<file path="config.mk">
export PLATFORM = sky130hd
export DESIGN_NAME = wbp_pipe_ctrl
export DESIGN_NICKNAME = d
export VERILOG_FILES = /design/src/rtl/wbp_pkg.sv /design/src/rtl/wbp_pipe_ctrl.sv
export SDC_FILE = /design/constraint.sdc
export NUM_CORES = 1
export LEC_CHECK = 0
export ABC_AREA = 1
export BUFFER_PORTS_ARGS = -buffer_cell sky130_fd_sc_hd__buf_2
export CAP_MARGIN = 30
export CORE_AREA = 2 2 39 41
export CTS_BUF_LIST = sky130_fd_sc_hd__clkbuf_16
export DETAILED_ROUTE_END_ITERATION = 10
export DIE_AREA = 0 0 41 43
export PLACE_DENSITY = 0.42
export RECOVER_POWER = 25
export SETUP_SLACK_MARGIN = 0.4
export SLEW_MARGIN = 20
export SYNTH_ARGS = -nofsm -noshare
export SYNTH_HDL_FRONTEND = slang
export SYNTH_SLANG_ARGS = --single-unit
</file>
<file path="constraint.sdc">
create_clock -name clk -period 1.1 [get_ports clk]
set_input_delay 0.055 -clock clk [delete_from_list [all_inputs] [get_ports clk]]
set_output_delay 0.055 -clock clk [all_outputs]
set_load 0.005 [all_outputs]
</file>
<file path="src/rtl/wbp_pkg.sv">
// Types, constants and CAT02 coefficient tables of the XYZ white balance block
`default_nettype none
package wbp_pkg;

	localparam int PIX_W          = 16;
	localparam int REG_W          = 16;
	localparam int OUT_W          = 18;
	localparam int GAIN_FRAC_BITS = 12;
	localparam int COEF_FRAC      = 16;
	localparam int LMS_EXTRA      = 8;
	localparam int COEF_W         = 18;
	localparam int NUM_STAGES     = 7;
	localparam int CFG_IDX_W      = 3;
	// width of the per-channel result handed to the clip stage
	localparam int SEL_W          = 28;
	localparam int LMS_RES_W      = 26;
	localparam int CHR_X_W        = 25;
	localparam int CHR_Z_W        = 28;

	typedef logic signed [COEF_W-1:0] coef_t;

	// Q.16 CAT02 forward and inverse matrices
	localparam coef_t CAT_FWD [0:2][0:2] = '{
		'{ 18'sd48025,  18'sd28154, -18'sd10643},
		'{-18'sd46111,  18'sd111247, 18'sd400  },
		'{ 18'sd197,    18'sd891,    18'sd64448}
	};

	localparam coef_t CAT_INV [0:2][0:2] = '{
		'{ 18'sd71834, -18'sd18278,  18'sd11973},
		'{ 18'sd29780,  18'sd31031,  18'sd4725 },
		'{-18'sd629,   -18'sd374,    18'sd66539}
	};

	typedef enum logic [CFG_IDX_W-1:0] {
		REG_USE_LMS   = 3'd0,
		REG_RATIO_X   = 3'd1,
		REG_RATIO_Y   = 3'd2,
		REG_RECIP_RY  = 3'd3,
		REG_GAIN_L    = 3'd4,
		REG_GAIN_M    = 3'd5,
		REG_GAIN_S    = 3'd6
	} cfg_reg_t;

	typedef struct packed {
		logic             use_lms;
		logic [REG_W-1:0] ratio_x;
		logic [REG_W-1:0] ratio_y;
		logic [REG_W-1:0] recip_ratio_y;
		logic [REG_W-1:0] gain_l;
		logic [REG_W-1:0] gain_m;
		logic [REG_W-1:0] gain_s;
	} cfg_t;

	// load enable of each pipeline stage, bit 0 is stage one
	typedef struct packed {
		logic [NUM_STAGES-1:0] en;
	} pipe_ctl_t;

endpackage
`default_nettype wire

</file>
<file path="src/rtl/wbp_pipe_ctrl.sv">
// Valid bits and per-stage load enables of the pixel pipeline
`default_nettype none
module wbp_pipe_ctrl (
	input  wire logic        clk,
	input  wire logic        arst_n,
	input  wire logic        in_valid,
	output logic             in_ready,
	output logic             out_valid,
	input  wire logic        out_ready,
	output wbp_pkg::pipe_ctl_t ctl
);

	localparam int N = wbp_pkg::NUM_STAGES;

	logic [N-1:0] valid_q;

	// a stage loads when it is empty or its content moves on
	always_comb begin
		ctl.en[N-1] = !valid_q[N-1] || out_ready;
		for (int k = N - 2; k >= 0; k--) begin
			ctl.en[k] = !valid_q[k] || ctl.en[k+1];
		end
	end

	assign in_ready  = ctl.en[0];
	assign out_valid = valid_q[N-1];

	always_ff @(posedge clk or negedge arst_n) begin
		if (!arst_n) begin
			valid_q <= '0;
		end else begin
			if (ctl.en[0]) begin
				valid_q[0] <= in_valid;
			end
			for (int k = 1; k < N; k++) begin
				if (ctl.en[k]) begin
					valid_q[k] <= valid_q[k-1];
				end
			end
		end
	end

endmodule
`default_nettype wire

</file>
======== Word-level counts from Yosys, hierarchy flattened ========
Index checks and enable logic that the tools add are counted.
storage, ports and cells
  register bits ........................... 7
  latch bits .............................. 0
  RAM bits ................................ 0
  ROM bits ................................ 0
  input port bits ......................... 4
  output and inout port bits .............. 9
  logic and storage cells ................. 21
  memories ................................ 0
cells by class
  add/sub/neg operators ................... 0
  multiply operators ...................... 0
  div/mod/pow operators ................... 0
  magnitude comparators ................... 0
  eq/ne operators ......................... 0
  shift operators ......................... 0
  mux-type cells .......................... 0
  bitwise logic cells ..................... 0
  reduce and logical (&&, ||, !) cells .... 14
operators with widths
  operator            count
  $logic_not A1 Y1    7
  $logic_or A1 B1 Y1  7

======== Depth between registers and ports, before layout ========
  word-level depth ........................ 8
  depth in mapped cells ................... 5
  depth with buffers taken out ............ 5

======== Worst setup path after synthesis ========
OpenSTA, ideal clock, no wires.
  path type ............................... register -> output
  start point ............................. reg valid_q[6]
  end point ............................... out ctl[0] (netlist bit)
  arrival time ............................ 0.938 ns
  data required time ...................... 1.045 ns
  path slack .............................. 0.107 ns
  cell stages (with the launch flop) ...... 5
  path buffers ............................ 1
  path through ............................ dfrtp_1 -> nand4_4 -> nor2_4 -> nand4_2 -> buf_4
RTL lines
  what                               line                 RTL
  from (decl)                        wbp_pipe_ctrl.sv:15  logic [N-1:0] valid_q;
  from (signal, indexed assignment)  wbp_pipe_ctrl.sv:37  valid_q[k] <= valid_q[k-1];
  to (decl)                          wbp_pipe_ctrl.sv:10  output wbp_pkg::pipe_ctl_t ctl

======== Final worst setup path ========
  start point ............................. reg valid_q[6]
  end point ............................... out in_ready
on the way
  word-level cells in the longest chain between the ends .. 8
ends and longest elaborated chain
  what                             line                 RTL
  $logic_not A1 Y1                 wbp_pipe_ctrl.sv:19  ctl.en[N-1] = !valid_q[N-1] || out_ready;
  $logic_or A1 B1 Y1               wbp_pipe_ctrl.sv:19
  $logic_or A1 B1 Y1 (6 in a row)  wbp_pipe_ctrl.sv:21  ctl.en[k] = !valid_q[k] || ctl.en[k+1];
  to (decl)                        wbp_pipe_ctrl.sv:7   output logic in_ready,
Every way passes these cells.

==> impl_results.md <==
- RR Endpoint: valid_q[0]$_DFFE_PN0P_
- Most flops, register: valid_q
- Dpl cell area: 398 um^2
- Vias per cell: 3.87
- R2R Setup Slk: -0.05 ns
- Reg-to-Reg Start: valid_q[6]$_DFFE_PN0P_
- Leading area contributor after synthesis: dfrtp_1
- Hold crit path type: input pin to flip-flop
- Critical Path Source: valid_q[6]$_DFFE_PN0P_
- CP Launch Type: flip-flop
- Required @ worst endpoint: 1.04 ns
- Clock transition at path regs: 0.03 ns
- CTS Buf Count: 3
- CTS tree: built
- Chip width: 41 um
- Cell Pwr Density: 2110 nW/um^2
- Vias in the first global route: 236
- Rel. slew slack: 0.748
- Largest net degree at the start of global routing: 8
- Status: finished with violations
- Fin crit share: 1.11
- Root Buffer: clkbuf_16
- Syn nets: 35
- DRC: 0
- YS warnings: 0
- Wirelength, routed: around 630 um
- Yosys reg bits: 7
- CP endpoint kind: output pin
- Clock Latency Late Sink: about 0.23 ns
- Setup violators final: 8
- Cells after synthesis: 31
- H-Tree Depth: 1
- Syn_area_per_cell: around 10 um^2
- DIE AREA: 1760 um^2
- Peak Freq: about 800 MHz
- Hold path start: out_ready
- # IOs: 13
- HPWL after DPL: 430 um
- Area share of the largest cell type after synthesis: 0.558
- Number of detailed-route iterations in the first pass: 1
- Max Buffers Root-to-Sink: 2
- Crit Path Max Fanout: 5
- Diode count: 0
- Worst slack at placement: 0.0736 ns
- Hold EP: valid_q[5]$_DFFE_PN0P_
- Most frequent cells in the layout: 11 x buf_2, 9 x inv_1, 7 x dfrtp_1
- Worst R2R Path Depth: 6
- Failing checks: negative setup slack
- Area grow syn2layout: 79.3%
- GR Overflow Total: 0
- Max-Cap Viols: 0
- Final Net Count: 60
- Commonest non-fill, non-tap cell in the layout: buf_2
- Post-route minimum period: ~1.2 ns
- Crit path DAT: ~1.2 ns
- First-pass GRT wire length: 986 um
- Layout cells sized above 1: 0.545
- Core Box Area: 1380 um^2
- Final max-slew violation count: 0
- Total Power: around 1.2 mW
- Chip height: 43 um
- GRT Resource Usage Total: 0.0912
- Rows: 14
- First DRT Iteration DRCs: 0
- Post-synthesis sequential area ratio: 0.558
- Routed Antenna Nets: 0
- Slew @ Worst Pin: 0.378 ns
- Starting Density: 0.227
- Area of all placed cells without fillers: 563 um^2
- Avg WL per Cell: 8.92 um
- Critical path class: flip-flop to output pin
- Port Buffer Count: 12
- DR vias: 275
- Initial antenna violation count: 0
- Final Hold Violating Endpoints: 0
- Worst clock skew: 0.000981 ns
- Clock sinks: 7
- Post-synth cell types: 10
- Setup slack after layout: -0.126 ns
- Placer Congestion: between 0.5 and 0.6
- Ranking of synthesized cells by area: dfrtp_1 56%, inv_1 11%, nand2_1 8.4%, nand4_4 6.8%, nand4_2 4.0%
- Hold path cells: 4
- Peak supply drop: between 1 and 1.5 mV
- Top Registers: valid_q: 7 flops
- Max FFs per register: 7
- Leak pwr: 0.284 nW
- Post-Syn Area: 314 um^2
- RSZ-0062 raised after global routing: true
power breakdown:
| part | switching [mW] | leakage, nW | internal, mW |
|---|---|---|---|
| sequential | 0.0392 | 0.0721 | 0.298 |
| clock | 0.134 | 0.0423 | 0.472 |
| combinational | 0.110 | 0.170 | 0.133 |
| total | 0.283 | 0.284 | 0.903 |
per-stage QoR:
step	hold WS, ns	util	setup TNS (ns)	instances
final	0.133	0.407	-0.634	71
after global routing	0.149	0.407	-1.04	71
after CTS	0.136	0.397	-0.696	70
after detailed placement	-0.100	0.288	0	58
after global placement	-0.0962	0.288	0	58
after floorplan	-0.241	-	0	31
routing by layer:
layer  wire length (um)  GRT usage  part of all wire  up-vias
met4                 31      0.100             0.049        0
met3                 75     0.0314              0.12        3
met2                246      0.113              0.39       14
met5                  0          0                 0        -
met1                279      0.109              0.44      121
li1                   -          -                 -      137
repair_timing:
| action | CTS | global route |
|---|---|---|
| buffers inserted | 6 | 1 |
| cloned | 0 | 0 |
| pin swaps | 2 | 0 |
| hold buffers | 2 | 0 |
| hold endpoints to repair | 8 | 0 |
| resized for setup | 2 | 3 |
| setup endpoints to repair | 16 | 16 |
Yosys cell counts:
master and n:
nand3_2 1, nor2_4 1, nand2_1 7, or2_2 2, nand4_4 1, inv_1 9, buf_4 1, dfrtp_1 7
nand4_2 1, nor2_1 1
logic make-up after synthesis:
group / count (synthesis) / share of synthesized area
AND/OR/NAND/NOR: 14 / 0.311
flip-flops: 7 / 0.558
buffers and inverters: 10 / 0.131
worst max path at each step:
stage	end	slack [ns]	cells past startpoint
after floorplan	ctl[0]	0.11	4
after global placement	ctl[0]	0.08	4
after detailed placement	in_ready	0.07	4
after CTS	in_ready	-0.12	4
after global routing	in_ready	-0.17	4
final	in_ready	-0.13	4
layout make-up:
cell class,instances,area [um^2]
multi-input cells,14,116
inverters,9,33.8
clock buffers,3,75.1
well taps,16,20.0
repair buffers,21,139
fillers,137,821
flip-flops and latches,7,175
clock inverters,1,3.75
critical path: stages (launching register included):
cell	delay (ns)
dfrtp_1	0.38
nand4_4	0.13
nor2_4	0.19
nand4_4	0.10
buf_2	0.14
Power figures use the tool's default switching activity.
