[src/rtl/wbp_pkg.sv]
// Types, constants and CAT02 coefficient tables of the XYZ white balance block
`default_nettype none
package wbp_pkg;

	localparam int PIX_W          = 16;
	localparam int REG_W          = 16;
	localparam int OUT_W          = 18;
	localparam int GAIN_FRAC_BITS = 12;
	localparam int COEF_FRAC      = 16;
	localparam int LMS_EXTRA      = 8;
	localparam int COEF_W         = 18;
	localparam int NUM_STAGES     = 7;
	localparam int CFG_IDX_W      = 3;
	// width of the per-channel result handed to the clip stage
	localparam int SEL_W          = 28;
	localparam int LMS_RES_W      = 26;
	localparam int CHR_X_W        = 25;
	localparam int CHR_Z_W        = 28;

	typedef logic signed [COEF_W-1:0] coef_t;

	// Q.16 CAT02 forward and inverse matrices
	localparam coef_t CAT_FWD [0:2][0:2] = '{
		'{ 18'sd48025,  18'sd28154, -18'sd10643},
		'{-18'sd46111,  18'sd111247, 18'sd400  },
		'{ 18'sd197,    18'sd891,    18'sd64448}
	};

	localparam coef_t CAT_INV [0:2][0:2] = '{
		'{ 18'sd71834, -18'sd18278,  18'sd11973},
		'{ 18'sd29780,  18'sd31031,  18'sd4725 },
		'{-18'sd629,   -18'sd374,    18'sd66539}
	};

	typedef enum logic [CFG_IDX_W-1:0] {
		REG_USE_LMS   = 3'd0,
		REG_RATIO_X   = 3'd1,
		REG_RATIO_Y   = 3'd2,
		REG_RECIP_RY  = 3'd3,
		REG_GAIN_L    = 3'd4,
		REG_GAIN_M    = 3'd5,
		REG_GAIN_S    = 3'd6
	} cfg_reg_t;

	typedef struct packed {
		logic             use_lms;
		logic [REG_W-1:0] ratio_x;
		logic [REG_W-1:0] ratio_y;
		logic [REG_W-1:0] recip_ratio_y;
		logic [REG_W-1:0] gain_l;
		logic [REG_W-1:0] gain_m;
		logic [REG_W-1:0] gain_s;
	} cfg_t;

	// load enable of each pipeline stage, bit 0 is stage one
	typedef struct packed {
		logic [NUM_STAGES-1:0] en;
	} pipe_ctl_t;

endpackage
`default_nettype wire

[src/rtl/wbp_chroma_path.sv]
// Chromaticity ratio datapath, stages one to six
`default_nettype none
module wbp_chroma_path (
	input  wire logic                               clk,
	input  wire wbp_pkg::pipe_ctl_t                 ctl,
	input  wire wbp_pkg::cfg_t                      cfg,
	input  wire logic [wbp_pkg::PIX_W-1:0]          x_in,
	input  wire logic [wbp_pkg::PIX_W-1:0]          y_in,
	input  wire logic [wbp_pkg::PIX_W-1:0]          z_in,
	output logic [wbp_pkg::CHR_X_W-1:0]             res_x,
	output logic [wbp_pkg::PIX_W-1:0]               res_y,
	output logic signed [wbp_pkg::CHR_Z_W-1:0]      res_z
);

	localparam int PR_W  = 2 * wbp_pkg::PIX_W;
	localparam int SUM_W = wbp_pkg::PIX_W + 2;
	localparam int NUM_W = 35;
	localparam int XP_W  = 48;
	localparam int ZP_W  = 52;
	localparam int XR_W  = wbp_pkg::CHR_X_W;
	localparam int ZR_W  = wbp_pkg::CHR_Z_W;
	localparam int SH    = 2 * wbp_pkg::GAIN_FRAC_BITS;
	localparam logic [XP_W:0]          X_HALF = (XP_W + 1)'(2**(SH-1));
	localparam logic signed [ZP_W-1:0] Z_HALF = ZP_W'(2**(SH-1));

	logic [PR_W-1:0]           pxr_s1;
	logic [PR_W-1:0]           pyr_s1;
	logic [SUM_W-1:0]          sum_s1;
	logic [wbp_pkg::PIX_W-1:0] y_s1, y_s2, y_s3, y_s4, y_s5, y_s6;
	logic signed [NUM_W-1:0]   num;
	logic signed [NUM_W-1:0]   num_s2;
	logic [XP_W-1:0]           xp_s2;
	logic signed [ZP_W-1:0]    zp_s3;
	logic [XR_W-1:0]           xr_s3, xr_s4, xr_s5, xr_s6;
	logic signed [ZR_W-1:0]    zr_s4, zr_s5, zr_s6;

	// sum * 2^G - rx*X - ry*Y
	assign num = $signed(NUM_W'(sum_s1) << wbp_pkg::GAIN_FRAC_BITS)
		- $signed(NUM_W'(pxr_s1)) - $signed(NUM_W'(pyr_s1));

	always_ff @(posedge clk) begin
		if (ctl.en[0]) begin
			pxr_s1 <= PR_W'(x_in) * PR_W'(cfg.ratio_x);
			pyr_s1 <= PR_W'(y_in) * PR_W'(cfg.ratio_y);
			sum_s1 <= SUM_W'(x_in) + SUM_W'(y_in) + SUM_W'(z_in);
			y_s1   <= y_in;
		end
		if (ctl.en[1]) begin
			num_s2 <= num;
			xp_s2  <= XP_W'(pxr_s1) * XP_W'(cfg.recip_ratio_y);
			y_s2   <= y_s1;
		end
		if (ctl.en[2]) begin
			zp_s3 <= ZP_W'(num_s2) * ZP_W'($signed({1'b0, cfg.recip_ratio_y}));
			xr_s3 <= XR_W'(((XP_W + 1)'(xp_s2) + X_HALF) >> SH);
			y_s3  <= y_s2;
		end
		if (ctl.en[3]) begin
			zr_s4 <= ZR_W'((zp_s3 + Z_HALF) >>> SH);
			xr_s4 <= xr_s3;
			y_s4  <= y_s3;
		end
		if (ctl.en[4]) begin
			zr_s5 <= zr_s4;
			xr_s5 <= xr_s4;
			y_s5  <= y_s4;
		end
		if (ctl.en[5]) begin
			zr_s6 <= zr_s5;
			xr_s6 <= xr_s5;
			y_s6  <= y_s5;
		end
	end

	assign res_x = xr_s6;
	assign res_y = y_s6;
	assign res_z = zr_s6;

endmodule
`default_nettype wire

[config.mk]
export PLATFORM = sky130hd
export DESIGN_NAME = wbp_chroma_path
export DESIGN_NICKNAME = d
export VERILOG_FILES = /design/src/rtl/wbp_pkg.sv /design/src/rtl/wbp_chroma_path.sv
export SDC_FILE = /design/constraint.sdc
export NUM_CORES = 2
export LEC_CHECK = 0
export BUFFER_PORTS_ARGS = -buffer_cell sky130_fd_sc_hd__buf_4
export CELL_PAD_IN_SITES_DETAIL_PLACEMENT = 0
export CELL_PAD_IN_SITES_GLOBAL_PLACEMENT = 1
export CORE_ASPECT_RATIO = 1.5
export CORE_MARGIN = 2
export CORE_UTILIZATION = 35
export DETAILED_ROUTE_END_ITERATION = 12
export PLACE_DENSITY_LB_ADDON = 0.15
export SLEW_MARGIN = 20
export SYNTH_ARGS = -nofsm -noshare
export SYNTH_HDL_FRONTEND = slang
export SYNTH_SLANG_ARGS = --single-unit
[constraint.sdc]
create_clock -name clk -period 8.8 [get_ports clk]
set_input_delay 1.76 -clock clk [delete_from_list [all_inputs] [get_ports clk]]
set_output_delay 1.76 -clock clk [all_outputs]
set_load 0.01 [all_outputs]
# Word-level counts from Yosys, hierarchy flattened
# Index checks and enable logic that the tools add are counted.
dict set report op_classes {
  multipliers 4
  addsub 6
}
# cell count
set ops {}
lappend ops {{16-bit by 16-bit multiplier with 32-bit output} 2}
lappend ops {{52-bit by 25-bit adder with 52-bit output, second input constant} 1}
lappend ops {{34-bit by 17-bit multiplier with 51-bit output} 1}
lappend ops {{48-bit by 24-bit adder with 49-bit output, second input constant} 1}
lappend ops {{32-bit by 16-bit multiplier with 48-bit output} 1}
lappend ops {{33-bit by 33-bit subtractor with 34-bit output} 1}
lappend ops {{30-bit by 32-bit subtractor with 33-bit output} 1}
lappend ops {{17-bit by 16-bit adder with 18-bit output} 1}
lappend ops {{16-bit by 16-bit adder with 17-bit output} 1}
dict set report word_totals {
  input_bits 153
  elab_cells 29
  regBits 496
  out_inout_bits 69
}

# Depth between registers and ports, before layout
dict set report logic_depth {
  depth_word 2
  depth_mapped 26
  ltp_nobuf 24
}

# Least setup slack after synthesis
# No wires, ideal clock.
dict set report synth_path {
  path_kind {input-to-reg}
  startpoint {input port cfg[50] (netlist name)}
  endpoint {register xp_s2[47] (data pin)}
  arrival_time_ns 7.702
  t_required_ns 8.540
  slack_ns 0.838
  setup_time_ns 0.260
  n_path_buf 3
  stages 24
  path_cell_list {clkbuf_1 -> clkbuf_1 -> nand2_1 -> fa_1 -> fa_1 -> fa_1 -> inv_1 -> fa_1 -> fa_1 -> inv_1 -> fa_1 -> inv_1 -> ha_1 -> and3_4 -> a221oi_2 -> o22ai_1 -> o2111ai_1 -> a21oi_1 -> or2_1 -> buf_2 -> a41o_1 -> a311o_1 -> a21oi_2 -> xnor2_1}
}
dict set report synth_via {
  elab_chain_len 1
}
# element line
set synth_rtl {}
lappend synth_rtl {{start: declaration} wbp_chroma_path.sv:6} ;# input wire wbp_pkg::cfg_t cfg,
lappend synth_rtl {{32-bit by 16-bit multiplier with 48-bit output} wbp_chroma_path.sv:50} ;# xp_s2 <= XP_W'(pxr_s1) * XP_W'(cfg.recip_ratio_y);
lappend synth_rtl {{end signal: assignment} wbp_chroma_path.sv:50}
lappend synth_rtl {{end: declaration} wbp_chroma_path.sv:32} ;# logic [XP_W-1:0] xp_s2;
# No other way between the ends.
# A chain may end at the register's enable or synchronous reset.

# Worst setup path after layout
# Ends and elaborated chain as after synthesis.

==> run_results.csv <==
group,metric,value,unit
sta,fin_crit_sh,90.77,%
yosys,syn_area,68350,um^2
critical_path,r2r_start,"pxr_s1[11]$_DFFE_PP_",
die,rows,198,
critical_path,crit_fanout,17,
place,place_congestion,0.8256,
drt,postRouteAntennaNets,0,
clock_network,clkSinkCount,449,
drt,drc,0,
final_layout,areaGrowthSynthToFinish,9.567,%
sta,drv_slew,0,
drt,vias_per_cell,4.678,
clock_network,ctsHtreeMaxLevel,2,
sta,worst_pin_slew,1.078,ns
yosys,syn_area_per_cell,9.975,um^2
die,dieHeight,545.2,um
final_layout,drive_gt1_share,6.463,%
clock_network,cts_root_buf,"clkbuf_16",
critical_path,end_kind,"flip-flop",
drt,firstDrtPassIters,5,
final_layout,nets,8990,
status,status,"finished clean",
yosys,syn_nets,8855,
die,io-pin-count,222,
sta,clock.fmax,125.2,MHz
sta,finalSetupViolations,0,
clock_network,postCtsSetupRepairBufs,0,
yosys,synth.most_common_cell,"inv_1",
clock_network,cts_buffers,47,
place,dpl.hpwl,145900,um
sta,hold_viol,0,
clock_network,ctsHoldBuffers,0,
sta,tns,0,ns
yosys,ys_top_cells_by_count,"inv_1, fa_1, nand2_1, and2_1, ha_1",
clock_network,clk_pin_slew,0.06,ns
critical_path,critPathKind,"in -> reg",
yosys,yosysTopAreaCell,"fa_1",
critical_path,cp-start-kind,"input port",
clock_network,cts_resized,0,
sta,grt_setup_unrepaired,"no",
yosys,synth_edf_count,449,
global_routing,grt_pass1_vias,51440,
place,placed_cells,9538,
clock_network,clock_path_buffers,3,
yosys,yosysTopAreaCellShare,39.19,%
yosys,seq_area_frac_synth,19.73,%
sta,max_slew_margin,28.11,%
global_routing,antenna_found_initial,2,
flow_run,maxCapViolations,0,
die,coreArea,194000,um^2
hold_path,worstHoldPathType,"reg -> reg",
yosys,async_flop_share,0,%
yosys,synthCells,6852,
drt,routed_wirelength,177300,um
sta,fin_crit,7.987,ns
global_routing,grtUsageTotal,18.47,%
yosys,yosysUniqueCellTypes,90,
place,port_buffers,171,
critical_path,r2r_setup_slack,1.33,ns
clock_network,cts_tree,"yes",
drt,wl_per_cell,18.42,um
global_routing,gr-total-overflow,0,
yosys,synthFlopType,"edfxtp_1",
hold_path,hp-start,"xr_s5[13]$_DFFE_PP_",
global_routing,grt_pass1_wl,285700,um
critical_path,rr_worst_depth,23,
hold_path,whs_endpoint,"res_x[13]$_DFFE_PP_",
drt,drtIter0Drc,1625,
final_layout,fin_cells,9626,
die,die_x,364.8,um
yosys,netlist_top_cells_area,"fa_1, edfxtp_1, ha_1",
yosys,synth_seq_cells,449,
die,initial_utilization,35.23,%
sta,clock_skew,0.04710,ns
hold_path,hold_depth,0,
drt,vias,45030,
yosys,synth.yosys.warnings,0,
critical_path,arrival,8.36,ns
critical_path,worstPathRequired,9.17,ns
clock_network,insertion_delay,0.66,ns
die,dieArea,198900,um^2
critical_path,worstReg2RegEnd,"xp_s2[47]$_DFFE_PP_",
global_routing,grt_max_degree,76,
metal layers:
layer | track usage (%) | up-vias | routed length, um
met4 | 4.604 | 2 | 4746
met1 | 21.60 | 23450 | 71030
met5 | 0 | - | 13
met2 | 36.09 | 547 | 98240
li1 | - | 20820 | -
met3 | 0.9949 | 217 | 3262
final cells by class:
class | count | area [um^2]
Tap cell | 2600 | 3253
Multi-Input combinational cell | 4509 | 47740
Clock inverter | 32 | 325.3
Fill cell | 19480 | 119100
Clock buffer | 55 | 1206
Antenna cell | 1 | 2.502
Timing Repair Buffer | 342 | 2730
Inverter | 1638 | 6148
Sequential cell | 449 | 13480
worst max-delay path, stage by stage:
cell	delay (ns)
buf_4	0.23
buf_12	0.20
buf_4	0.28
nand2_1	0.11
fa_1	0.53
fa_1	0.53
fa_1	0.51
inv_1	0.05
fa_1	0.50
fa_1	0.50
inv_1	0.05
fa_1	0.49
inv_1	0.05
ha_1	0.28
or3_1	0.34
o21ai_0	0.08
a21oi_1	0.11
a21oi_1	0.19
buf_4	0.16
a21oi_1	0.07
buf_4	0.16
or2_1	0.24
a41o_1	0.29
a311o_1	0.38
a21oi_2	0.16
xnor2_1	0.07
through the flow:
| stage | hold slack, ns | instance area (um^2) | utilization (%) | worst slack [ns] |
|---|---|---|---|---|
| floorplan | 0.4003 | 68350 | - | 0.8379 |
| global placement | 0.4006 | 73350 | 37.81 | 0.1233 |
| detailed placement | 0.4045 | 73350 | 37.81 | 0.1222 |
| CTS | 0.4177 | 74880 | 38.60 | 0.7814 |
| global route | 0.4177 | 74890 | 38.61 | 0.4896 |
| finish | 0.4163 | 74890 | 38.61 | 0.8126 |
placed cells by master, fill, tap and decap left out, types with 21 or more instances in the layout:
cell       netlist  layout
nor2_1         103     103
nand2b_1        21      21
nor3_1          34      34
a21o_1          73      73
nand3_1         47      47
buf_4            0     329
xnor2_1        161     161
nand2_1       1055    1055
clkbuf_16        0      47
a21oi_1        128     128
o21ai_0         69      69
edfxtp_1       449     449
and2_1         605     605
o21a_1          24      24
inv_1         1638    1638
ha_1           512     512
fa_1          1338    1338
xor2_1          71      71
nand4_1         21      21
and3_1          32      32
registers in the layout, summed over array words and instances (netlist names), 28 cells and up:
register	count
res_z	28
pyr_s1	32
pxr_s1	32
zp_s3	28
zr_s4	28
zr_s5	28
num_s2	34
worst max-delay path by stage:
stage	startpoint	end	slack (ns)	cells after the start
6_report	cfg[50]	xp_s2[47]$_DFFE_PP_	0.81	26
2_1_floorplan	cfg[50]	xp_s2[47]$_DFFE_PP_	0.84	24
5_1_grt	cfg[53]	zp_s3[50]$_DFFE_PP_	0.49	26
3_3_place_gp	cfg[53]	zp_s3[50]$_DFFE_PP_	0.12	26
4_1_cts	cfg[53]	zp_s3[50]$_DFFE_PP_	0.78	26
3_5_place_dp	cfg[54]	zp_s3[50]$_DFFE_PP_	0.12	26
cell families (layout without fill, tap and decap cells):
| group | Yosys count | after routing | share of synthesized area [%] |
|---|---|---|---|
| simple gates | 1979 | 1979 | 13.81 |
| fa+ha+maj | 1850 | 1850 | 48.56 |
| xor+xnor | 232 | 232 | 2.973 |
| flops | 449 | 449 | 19.73 |
| other cells | 0 | 1 | 0 |
| mux | 1 | 1 | 0.01647 |
| buf+inv | 1894 | 2067 | 10.43 |
| compound gates | 447 | 447 | 4.480 |
Power is left out: the tool's default activity adds up to more than one toggle a clock period on the data nets, which glitch-free logic cannot reach.
