## src/rtl/wbp_pkg.sv

```systemverilog
// Types, constants and CAT02 coefficient tables of the XYZ white balance block
`default_nettype none
package wbp_pkg;

	localparam int PIX_W          = 16;
	localparam int REG_W          = 16;
	localparam int OUT_W          = 18;
	localparam int GAIN_FRAC_BITS = 12;
	localparam int COEF_FRAC      = 16;
	localparam int LMS_EXTRA      = 8;
	localparam int COEF_W         = 18;
	localparam int NUM_STAGES     = 7;
	localparam int CFG_IDX_W      = 3;
	// width of the per-channel result handed to the clip stage
	localparam int SEL_W          = 28;
	localparam int LMS_RES_W      = 26;
	localparam int CHR_X_W        = 25;
	localparam int CHR_Z_W        = 28;

	typedef logic signed [COEF_W-1:0] coef_t;

	// Q.16 CAT02 forward and inverse matrices
	localparam coef_t CAT_FWD [0:2][0:2] = '{
		'{ 18'sd48025,  18'sd28154, -18'sd10643},
		'{-18'sd46111,  18'sd111247, 18'sd400  },
		'{ 18'sd197,    18'sd891,    18'sd64448}
	};

	localparam coef_t CAT_INV [0:2][0:2] = '{
		'{ 18'sd71834, -18'sd18278,  18'sd11973},
		'{ 18'sd29780,  18'sd31031,  18'sd4725 },
		'{-18'sd629,   -18'sd374,    18'sd66539}
	};

	typedef enum logic [CFG_IDX_W-1:0] {
		REG_USE_LMS   = 3'd0,
		REG_RATIO_X   = 3'd1,
		REG_RATIO_Y   = 3'd2,
		REG_RECIP_RY  = 3'd3,
		REG_GAIN_L    = 3'd4,
		REG_GAIN_M    = 3'd5,
		REG_GAIN_S    = 3'd6
	} cfg_reg_t;

	typedef struct packed {
		logic             use_lms;
		logic [REG_W-1:0] ratio_x;
		logic [REG_W-1:0] ratio_y;
		logic [REG_W-1:0] recip_ratio_y;
		logic [REG_W-1:0] gain_l;
		logic [REG_W-1:0] gain_m;
		logic [REG_W-1:0] gain_s;
	} cfg_t;

	// load enable of each pipeline stage, bit 0 is stage one
	typedef struct packed {
		logic [NUM_STAGES-1:0] en;
	} pipe_ctl_t;

endpackage
`default_nettype wire

```

## src/rtl/wbp_cfg_regs.sv

```systemverilog
// Configuration register file of the white balance block
`default_nettype none
module wbp_cfg_regs (
	input  wire logic                           clk,
	input  wire logic                           arst_n,
	input  wire logic                           cfg_valid,
	output logic                                cfg_ready,
	input  wire logic [wbp_pkg::CFG_IDX_W-1:0]  cfg_index,
	input  wire logic [wbp_pkg::REG_W-1:0]      cfg_data,
	output wbp_pkg::cfg_t                       cfg
);

	localparam logic [wbp_pkg::REG_W-1:0] UNITY = wbp_pkg::REG_W'(2**wbp_pkg::GAIN_FRAC_BITS);

	wbp_pkg::cfg_t cfg_q;

	assign cfg_ready = 1'b1;
	assign cfg       = cfg_q;

	always_ff @(posedge clk or negedge arst_n) begin
		if (!arst_n) begin
			cfg_q.use_lms       <= 1'b0;
			cfg_q.ratio_x       <= UNITY;
			cfg_q.ratio_y       <= UNITY;
			cfg_q.recip_ratio_y <= UNITY;
			cfg_q.gain_l        <= UNITY;
			cfg_q.gain_m        <= UNITY;
			cfg_q.gain_s        <= UNITY;
		end else if (cfg_valid) begin
			unique case (wbp_pkg::cfg_reg_t'(cfg_index))
				wbp_pkg::REG_USE_LMS:  cfg_q.use_lms       <= cfg_data[0];
				wbp_pkg::REG_RATIO_X:  cfg_q.ratio_x       <= cfg_data;
				wbp_pkg::REG_RATIO_Y:  cfg_q.ratio_y       <= cfg_data;
				wbp_pkg::REG_RECIP_RY: cfg_q.recip_ratio_y <= cfg_data;
				wbp_pkg::REG_GAIN_L:   cfg_q.gain_l        <= cfg_data;
				wbp_pkg::REG_GAIN_M:   cfg_q.gain_m        <= cfg_data;
				wbp_pkg::REG_GAIN_S:   cfg_q.gain_s        <= cfg_data;
				default: ;
			endcase
		end
	end

endmodule
`default_nettype wire

```

## config.mk

```make
export PLATFORM = sky130hd
export DESIGN_NAME = wbp_cfg_regs
export DESIGN_NICKNAME = d
export VERILOG_FILES = /design/src/rtl/wbp_pkg.sv /design/src/rtl/wbp_cfg_regs.sv
export SDC_FILE = /design/constraint.sdc
export NUM_CORES = 1
export LEC_CHECK = 0
export ABC_CLOCK_PERIOD_IN_PS = 1420
export BUFFER_PORTS_ARGS = -buffer_cell sky130_fd_sc_hd__buf_2
export CAP_MARGIN = 30
export CORE_ASPECT_RATIO = 1.4
export CORE_MARGIN = 2
export CORE_UTILIZATION = 57
export CTS_BUF_LIST = sky130_fd_sc_hd__clkbuf_8
export CTS_CLUSTER_DIAMETER = 120
export CTS_CLUSTER_SIZE = 24
export DETAILED_ROUTE_END_ITERATION = 10
export PLACE_DENSITY = 0.91
export SLEW_MARGIN = 20
export SYNTH_ARGS = -nofsm -noshare
export SYNTH_HDL_FRONTEND = slang
export SYNTH_SLANG_ARGS = --single-unit
```

## constraint.sdc

```tcl
create_clock -name clk -period 1.42 [get_ports clk]
set_clock_uncertainty 0.15 [all_clocks]
set_input_delay 0.071 -clock clk [delete_from_list [all_inputs] [get_ports clk]]
set_output_delay 0.071 -clock clk [all_outputs]
set_load 0.05 [all_outputs]
```

# Word level (Yosys, flattened, before mapping)
# Index checks and enable logic that the tools add are counted.
# totals
regBits	97
input_bits	22
output_inout_bits	98
word_cells	21
# classes
n_eq_ne	6
n_reduce_logical	8
# ops
cell	count
2-bit AND reduction	7
3-bit == test (second input constant)	3
3-bit by 2-bit == test with 1-bit output (second input constant)	2
3-bit by 1-bit == test with 1-bit output (second input constant)	1
3-bit logical NOT	1

# Longest topological paths before layout
# Gate-level depths: netlist (run 1).
# logic_depth
depth_word	2
depth_mapped	5

# Worst setup path before layout (run 1)
# Ideal clock, no wire load.
# synth_timing
path_type	input to register
from	input cfg_valid
to	register cfg_q, in the netlist cfg[37]
setup_ns	0.125
arrival_ns	0.972
required_time_ns	1.145
path_slack_ns	0.173
stages	5
cell_sequence	buf_2 -> and4bb_1 -> buf_6 -> buf_12 -> mux2_4
# synth_between
elab_chain_cells	1
# synth_rtl
item	line_no	source
start, declared	wbp_cfg_regs.sv:6	input wire logic cfg_valid,
2-bit AND reduction (no line)	-	
end, declared	wbp_cfg_regs.sv:15	wbp_pkg::cfg_t cfg_q;
# Every way passes these cells.
# A chain may end at the register's enable or synchronous reset.

# Worst setup path in the final report (run 1)
# layout_timing
from	register cfg_q, in the netlist cfg[76]
to	output cfg[76] (netlist name)
# layout_rtl
item	line_no	source
end, declared	wbp_cfg_regs.sv:10	output wbp_pkg::cfg_t cfg
# No word-level cell between the ends.

==> results of run 1 <==
-- stage by stage --
stage / power (uW) / hold slack [ns] / std cells
3_5_place_dp: 7590 / -0.256 / 406
2_1_floorplan: 6630 / -0.375 / 213
6_report: 9300 / 0.0603 / 439
4_1_cts: 9360 / 0.0485 / 439
5_1_grt: 9690 / 0.0625 / 439
3_3_place_gp: 7490 / -0.258 / 406
-- Yosys cell counts --
| library cell | n | area [um^2] |
|---|---|---|
| and4bb_1 | 3 | 37.5 |
| buf_4 | 4 | 30.0 |
| nand4b_2 | 3 | 45.0 |
| dfrtp_1 | 91 | 2280 |
| mux2_2 | 67 | 754 |
| buf_6 | 3 | 33.8 |
| buf_12 | 3 | 60.1 |
| mux2_4 | 30 | 450 |
| nor4b_1 | 1 | 8.76 |
| conb_1 | 1 | 3.75 |
| dfstp_2 | 6 | 158 |
| buf_2 | 1 | 5.00 |
-- final cells by class --
| cell class | instances | area (um^2) |
|---|---|---|
| well taps | 74 | 92.6 |
| multi-input cells | 105 | 1300 |
| clock inverters | 5 | 57.6 |
| flip-flops and latches | 97 | 2430 |
| clock buffers | 10 | 138 |
| repair buffers | 148 | 916 |
| fillers | 401 | 1630 |
-- metal layers --
metal  vias up  GRT usage (%)
li1       1048              -
met2        94           37.9
met1      1164           29.8
met4         0           3.78
met3         6           7.26
met5         -              0
-- logic make-up (layout without fill, tap and decap cells) --
| group | count (synthesis) | after routing | synth area share (%) |
|---|---|---|---|
| DFF | 97 | 97 | 63.0 |
| and+or+nand+nor | 7 | 7 | 2.36 |
| buffers and inverters | 11 | 163 | 3.34 |
| muxes | 97 | 97 | 31.2 |
| other | 1 | 1 | 0.0971 |
-- power groups by stage --
stage	Combinational (uW)	Sequential [uW]	Clock, uW
floorplan	708	5920	0
global placement	3760	3740	0
detailed placement	3820	3770	0
CTS	3860	3720	1780
global route	4000	3790	1890
finish	3840	3720	1740
-- worst min-delay path by stage --
stage	slack [ns]	end
detailed placement	-0.26	cfg[55]
global placement	-0.26	cfg[55]
floorplan	-0.37	cfg[0]
finish	0.06	cfg[96]
CTS	0.05	cfg[96]
global route	0.06	cfg[96]
-- repair_timing --
action	4_1_cts	5_1_grt
hold buffers	18	0
endpoints found under the hold margin	194	0
resized for setup	0	1
endpoints found under the setup margin	0	1
==> metrics.csv, run 1 <==
stage,metric,value,unit
outcome,outcome,completed,
hold_path,hold_depth,3,
clock_tree,clk_pin_slew,0.09,ns
timing,maxSlewViolCount,0,
clock_tree,h-tree-depth,3,
clock_tree,cts_sinks,97,
worst_setup_path,cp-startpoint,cfg[76],
flow_run,max_cap_viol_count,0,
layout,drive_above_1_share,68.5,%
power,vdd_ir_drop_max,0.00137,V
worst_setup_path,end_kind,output port,
layout,areaGrowthSynthToFinish,27.8,%
synth,synth_nets,235,
route,routed_via_density,5.27,
worst_setup_path,crit_chain,buf_2,
global_route,overflow,0,
worst_setup_path,start_kind,register,
worst_setup_path,crit_type,reg2out,
worst_setup_path,cpPeakStageDelay,0.56,ns
hold_path,hp-class,in2reg,
clock_tree,clockBufferDepth,2,
placement,gp_congestion,0.720,
route,firstDrtPassIters,4,
power,power.density,1880,nW/um^2
layout,final_core_util,75.2,%
power,sequentialPowerShare,40.0,%
timing,period_needed,1.38,ns
synth,synthCells,213,
worst_setup_path,reg2reg_depth,1,
die,die_h,101,um
synth,syn_avg_cell_area,18.1,um^2
worst_setup_path,endpoint,cfg[76],
route,detail_route.wl_per_cell,18.5,um
worst_setup_path,reg2reg_to,cfg[37],
placement,dpl.hpwl,5590,um
layout,largest_reg_flops,97,
die,start_util,58.8,%
layout,final_area,4940,um^2
synth,synth-seq-area-share,63.0,%
die,ios,120,
power,netSwitchingPower,4000,uW
timing,setup_viol_count_final,0,
worst_setup_path,worstReg2RegStart,cfg[37],
die,die_w,73.6,um
worst_setup_path,crit_path_top_delay_cell,dfstp_2,
route,vias,2312,
route,wl_met3,569,um
power,combPwrFrac,41.3,%
clock_tree,clock_latency,0.34,ns
clock_tree,cts_tree,yes,
timing,timing.fmax,0.723,GHz
clock_tree,numCtsBuffers,9,
layout,num_antenna_cells,0,
worst_setup_path,path_max_fanout,2,
layout,final_common_cell,buf_2,
placement,io_buffers,118,
layout,final_cell_mix,"buf_2, dfrtp_1, mux2_2",
timing,fin_ws,0.0375,ns
route,drcViolationCount,0,
route,drt_iter0_drc,104,
power,power_frac_clock,18.7,%
route,ant_nets,0,
clock_tree,cts_setup_buffers,0,
die,core_area,6570,um^2
timing,report.final.hold_viol_count,0,
worst_setup_path,worst-path-stages,1,
route,wl_met2,4020,um
global_route,grt_max_degree,61,
hold_path,hp-start,cfg_index[0],
timing,tns,0,ns
power,power_switching_share,43.0,%
route,wl_met1,3470,um
global_route,grt_pass1_wl,12800,um
worst_setup_path,timing.critical_path.buf_inv,1,
worst_setup_path,cp.required,1.20,ns
route,highest_layer,met4,
clock_tree,cts_root_buf,clkbuf_8,
global_route,antenna_found_initial,0,
worst_setup_path,arrival,1.16,ns
timing,fin_crit_sh,97.4,%
global_route,track_usage,22.8,%
layout,nets,383,
power,leakage,0.00243,uW
global_route,grt_pass1_vias,2462,
timing,rsz0062_at_grt,false,
die,rows,35,
synth,synth-seq-cells,97,
route,wl,8110,um
placement,post-place-ws,0.0399,ns
synth,synth.distinct_cells,12,
die,dieArea,7460,um^2
worst_setup_path,path_delay_family,flip-flops,
power,p_int,5300,uW
synth,netlist_area,3860,um^2
worst_setup_path,r2r_slack,0.48,ns
synth,yosysWarningCount,0,
placement,dpl_cell_area,4560,um^2
Note: power is estimated with default switching activity, not from simulation.
==> inputs of run 2 (changes only) <==
--- a/config.mk
+++ b/config.mk
@@ -16,6 +16,7 @@
 export CTS_CLUSTER_SIZE = 24
 export DETAILED_ROUTE_END_ITERATION = 10
 export PLACE_DENSITY = 0.91
+export RECOVER_POWER = 50
 export SLEW_MARGIN = 20
 export SYNTH_ARGS = -nofsm -noshare
 export SYNTH_HDL_FRONTEND = slang
==> run 2 against run 1 <==
Sequential power barely moved. Largest power group unchanged. Clock power barely moved. Largest cell class unchanged. Combinational power is 1% lower. Highest routed layer unchanged. Die area stayed put. Final area decreased by 2.0%. Critical endpoint unchanged.
==> metrics.csv, run 2 (synthesized netlist as in run 1, its figures left out) <==
stage,metric,value,unit,change
outcome,outcome,completed,,unchanged
route,drcViolationCount,0,,unchanged
global_route,grt_pass1_wl,12800,um,unchanged
layout,final_common_cell,buf_2,,unchanged
flow_run,max_cap_viol_count,0,,unchanged
die,core_area,6570,um^2,unchanged
power,power.density,1910,nW/um^2,was 1880 nW/um^2
route,firstDrtPassIters,4,,unchanged
timing,worst_pin_slew,0.560,ns,
worst_setup_path,cpPeakStageDelay,0.56,ns,about the same
worst_setup_path,timing.critical_path.buf_inv,1,,unchanged
worst_setup_path,crit_type,reg2out,,unchanged
clock_tree,clockBufferDepth,2,,unchanged
timing,report.final.hold_viol_count,0,,unchanged
route,wl,8150,um,was 8110 um
global_route,grt_pass1_vias,2462,,unchanged
route,highest_layer,met4,,unchanged
die,rows,35,,unchanged
global_route,grt_max_degree,61,,unchanged
clock_tree,clk_pin_slew,0.09,ns,about the same
timing,maxSlewViolCount,0,,unchanged
layout,final_area,4840,um^2,was 4940 um^2
layout,areaGrowthSynthToFinish,25.3,%,was 27.8%
die,die_h,101,um,unchanged
worst_setup_path,arrival,1.16,ns,about the same
worst_setup_path,cp-startpoint,cfg[76],,unchanged
die,die_w,73.6,um,unchanged
global_route,antenna_found_initial,0,,unchanged
clock_tree,clock_latency,0.34,ns,about the same
layout,final_core_util,73.7,%,was 75.2%
layout,nets,383,,unchanged
clock_tree,cts_sinks,97,,unchanged
route,wl_met2,4060,um,was 4020 um
layout,largest_reg_flops,97,,unchanged
timing,setup_viol_count_final,0,,unchanged
timing,period_needed,1.38,ns,about the same
timing,rsz0062_at_grt,false,,unchanged
die,start_util,58.8,%,unchanged
placement,gp_congestion,0.720,,unchanged
route,drt_iter0_drc,102,,was 104
timing,fin_crit_sh,97.4,%,about the same
hold_path,hp-class,in2reg,,unchanged
power,leakage,0.00236,uW,was 0.00243 uW
die,dieArea,7460,um^2,unchanged
timing,max_slew_margin,62.7,%,
route,routed_via_density,5.33,,was 5.27
die,ios,120,,unchanged
global_route,track_usage,22.8,%,unchanged
worst_setup_path,cp.required,1.20,ns,about the same
layout,drive_above_1_share,63.0,%,was 68.5%
worst_setup_path,crit_chain,buf_2,,unchanged
route,ant_nets,0,,unchanged
route,wl_met3,579,um,was 569 um
power,vdd_ir_drop_max,0.00137,V,about the same
clock_tree,cts_root_buf,clkbuf_8,,unchanged
route,detail_route.wl_per_cell,18.6,um,was 18.5 um
worst_setup_path,start_kind,register,,unchanged
worst_setup_path,worstReg2RegStart,cfg[78],,was cfg[37]
route,vias,2338,,was 2312
clock_tree,cts_tree,yes,,unchanged
route,wl_met1,3450,um,was 3470 um
worst_setup_path,crit_path_top_delay_cell,dfstp_2,,unchanged
placement,dpl.hpwl,5590,um,unchanged
worst_setup_path,end_kind,output port,,unchanged
worst_setup_path,path_max_fanout,2,,unchanged
global_route,overflow,0,,unchanged
clock_tree,numCtsBuffers,9,,unchanged
layout,num_antenna_cells,0,,unchanged
placement,io_buffers,118,,unchanged
clock_tree,h-tree-depth,3,,unchanged
worst_setup_path,path_delay_family,flip-flops,,unchanged
power,p_total,9250,uW,was 9300 uW
layout,final_cell_mix,"buf_2, dfrtp_1, mux2_2",,unchanged
hold_path,hp-start,cfg_index[2],,was cfg_index[0]
timing,timing.fmax,0.723,GHz,about the same
placement,dpl_cell_area,4560,um^2,unchanged
timing,tns,0,ns,unchanged
==> run 2: metrics by stage <==
stage | worst slack, ns | hold slack [ns] | instances
after floorplan | 0.173 | -0.375 | 213
after global placement | 0.0993 | -0.258 | 406
after detailed placement | 0.0399 | -0.256 | 406
after CTS | 0.0194 | 0.0485 | 439
after global routing | 0.00622 | 0.0625 | 439
final | 0.0376 | 0.0618 | 439
==> run 2: path summary, 6_finish.rpt <==
kind | endpoint | slack, ns | depth (start not counted)
max in group asynchronous | cfg[91] | 0.35 | 3
hold / removal | cfg[96] | 0.06 | 3
min in group asynchronous | cfg[12] | 0.22 | 2
setup reg to reg | cfg[78] | 0.46 | 1
hold reg to reg | cfg[70] | 0.35 | 1
setup / recovery | cfg[76] | 0.04 | 1
==> run 2: cell type report <==
class	count	area [um^2]
clock inverter	5	57.6
tap	74	92.6
fill	425	1730
clock buffer	10	138
multi-input combinational	105	1280
sequential	97	2430
timing repair buffer	148	836
==> run 2: what timing repair did <==
action / CTS / global route
resized for setup: 0 / 1
endpoints found under the setup margin: 0 / 1
hold endpoints to repair: 194 / 0
hold buffers: 18 / 0
buffers inserted: 0 / 0
==> run 2: power breakdown <==
part	switching (uW)	internal, uW
combinational	2780	1010
clock	886	850
sequential	327	3400
total	3990	5260
==> run 2: routing by layer <==
layer	up-vias	global-route usage [%]
met5	-	0
met3	6	7.26
met2	97	37.9
met1	1187	29.8
li1	1048	-
met4	0	3.78
==> inputs of run 3 (changes only) <==
--- a/config.mk
+++ b/config.mk
@@ -9,7 +9,6 @@
 export BUFFER_PORTS_ARGS = -buffer_cell sky130_fd_sc_hd__buf_2
 export CAP_MARGIN = 30
 export CORE_ASPECT_RATIO = 1.4
-export CORE_MARGIN = 2
 export CORE_UTILIZATION = 57
 export CTS_BUF_LIST = sky130_fd_sc_hd__clkbuf_8
 export CTS_CLUSTER_DIAMETER = 120
==> run 3 against run 2 <==
Critical path depth is the same. Register-to-register slack is essentially flat. Power shrank 0.22%. Maximum frequency grew 1.8%. Clock power is essentially flat. Final area shrank 0.23%. Global-route usage grew 2.3 points. Via count grew 0.60%. Clock-buffer cell count grew 1. First-iteration DRC count shrank 2.0%. Critical path type unchanged. Worst setup slack gained 0.025 ns.
==> metrics.csv, run 3 (synthesized netlist as in run 1, its figures left out) <==
stage,metric,value,unit,change
power,netSwitchingPower,3980,uW,was 3990 uW
worst_setup_path,path_delay_family,flip-flops,,unchanged
power,sequentialPowerShare,40.4,%,was 40.2%
worst_setup_path,cpPeakStageDelay,0.54,ns,was 0.56 ns
route,routed_via_density,5.37,,was 5.33
clock_tree,h-tree-depth,3,,unchanged
timing,timing.fmax,0.737,GHz,was 0.723 GHz
timing,period_needed,1.36,ns,was 1.38 ns
die,rows,35,,unchanged
timing,rsz0062_at_grt,false,,unchanged
global_route,grt-busiest-layer,met2,,unchanged
clock_tree,clk_pin_slew,0.08,ns,was 0.09 ns
worst_setup_path,crit_path_top_delay_cell,dfstp_2,,unchanged
clock_tree,numCtsBuffers,9,,unchanged
timing,maxSlewViolCount,0,,unchanged
layout,final_core_util,73.5,%,was 73.7%
clock_tree,cts_setup_buffers,0,,unchanged
placement,dpl.hpwl,5660,um,was 5590 um
die,start_util,58.8,%,unchanged
global_route,grt_use_met3,5.98,%,was 7.26%
worst_setup_path,end_kind,output port,,unchanged
worst_setup_path,crit_type,reg2out,,unchanged
layout,final_cell_mix,"buf_2, dfrtp_1, mux2_2",,unchanged
route,drt_iter0_drc,100,,was 102
worst_setup_path,timing.critical_path.buf_inv,1,,unchanged
route,wl,8300,um,was 8150 um
power,power_frac_clock,19.0,%,was 18.8%
timing,setup_viol_count_final,0,,unchanged
layout,num_antenna_cells,0,,unchanged
placement,place_inst,406,,unchanged
timing,max_slew_margin,51.7,%,was 62.7%
global_route,overflow,0,,unchanged
flow_run,max_cap_viol_count,0,,unchanged
hold_path,hp-class,in2reg,,unchanged
global_route,grt_max_degree,42,,was 61
power,p_int,5250,uW,was 5260 uW
timing,worst_pin_slew,0.724,ns,was 0.560 ns
global_route,grt_pass1_wl,13100,um,was 12800 um
global_route,grt_use_met2,41.0,%,was 37.9%
placement,io_buffers,118,,unchanged
die,ios,120,,unchanged
outcome,outcome,completed,,unchanged
route,ant_nets,0,,unchanged
layout,drive_above_1_share,59.9,%,was 63.0%
power,power_switching_share,43.1,%,was 43.2%
placement,dpl_cell_area,4570,um^2,was 4560 um^2
route,drcViolationCount,0,,unchanged
die,dieArea,7120,um^2,was 7460 um^2
placement,gp_congestion,0.714,,was 0.720
die,die_w,71.6,um,was 73.6 um
clock_tree,cts_tree,yes,,unchanged
power,p_total,9230,uW,was 9250 uW
global_route,gr-usage-met1,34.2,%,was 29.8%
layout,fin_cells,438,,was 439
global_route,grt_pass1_vias,2453,,was 2462
clock_tree,clock_latency,0.34,ns,about the same
worst_setup_path,arrival,1.14,ns,was 1.16 ns
layout,final_common_cell,buf_2,,unchanged
power,power.density,1910,nW/um^2,about the same
global_route,antenna_found_initial,0,,unchanged
worst_setup_path,start_kind,register,,unchanged
timing,report.final.hold_viol_count,0,,unchanged
global_route,track_usage,25.0,%,was 22.8%
route,firstDrtPassIters,4,,unchanged
power,leakage,0.00235,uW,was 0.00236 uW
timing,tns,0,ns,unchanged
die,core_area,6570,um^2,unchanged
route,detail_route.wl_per_cell,18.9,um,was 18.6 um
worst_setup_path,path_max_fanout,2,,unchanged
die,die_h,99.4,um,was 101 um
clock_tree,clockBufferDepth,2,,unchanged
worst_setup_path,cp.required,1.20,ns,about the same
layout,largest_reg_flops,97,,unchanged
power,vdd_ir_drop_max,0.00133,V,was 0.00137 V
route,vias,2352,,was 2338
clock_tree,cts_root_buf,clkbuf_8,,unchanged
worst_setup_path,crit_chain,buf_2,,unchanged
layout,nets,382,,was 383
timing,fin_crit_sh,95.6,%,was 97.4%
clock_tree,cts_sinks,97,,unchanged
layout,final_area,4830,um^2,was 4840 um^2
power,combPwrFrac,40.6,%,was 41.0%
layout,areaGrowthSynthToFinish,25.0,%,was 25.3%
-- run 3: path summary, 6_finish.rpt --
kind	startpoint	endpoint	slack, ns	cells past startpoint
setup / recovery	cfg[76]	cfg[76]	0.06	1
hold / removal	cfg_index[2]	cfg[96]	0.06	3
setup reg to reg	cfg[40]	cfg[40]	0.46	1
hold reg to reg	cfg[38]	cfg[38]	0.35	1
max in group asynchronous	arst_n	cfg[44]	0.28	3
min in group asynchronous	arst_n	cfg[27]	0.15	2
-- run 3: metrics by stage --
step	setup WS, ns	hold slack [ns]
6_report	0.0624	0.0572
5_1_grt	0.0112	0.0582
4_1_cts	0.0321	0.0241
3_5_place_dp	0.0459	-0.143
3_3_place_gp	0.0927	-0.145
2_1_floorplan	0.173	-0.375
-- run 3: repair_timing --
action	4_1_cts	5_1_grt
endpoints found under the setup margin	0	1
hold endpoints to repair	193	0
hold buffers	17	0
gates resized for setup	0	1
-- run 3: layout make-up --
cell class,instances,area (um^2)
flip-flops and latches,97,2430
fillers,433,1740
multi-input cells,105,1240
repair buffers,147,868
clock buffers,11,151
well taps,74,92.6
clock inverters,4,45.0
-- run 3: layer usage --
metal | up-vias | wire length [um]
li1 | 1051 | -
met4 | 0 | 53
met3 | 5 | 488
met5 | - | 0
met1 | 1201 | 3580
met2 | 95 | 4180
-- run 3: power groups by stage --
stage                     Combinational (uW)  Clock (uW)  Sequential (uW)
after floorplan                          708           0             5920
after global placement                  3740           0             3740
after detailed placement                3810           0             3780
after CTS                               3850        1780             3740
after global routing                    3890        1910             3800
final                                   3750        1750             3730
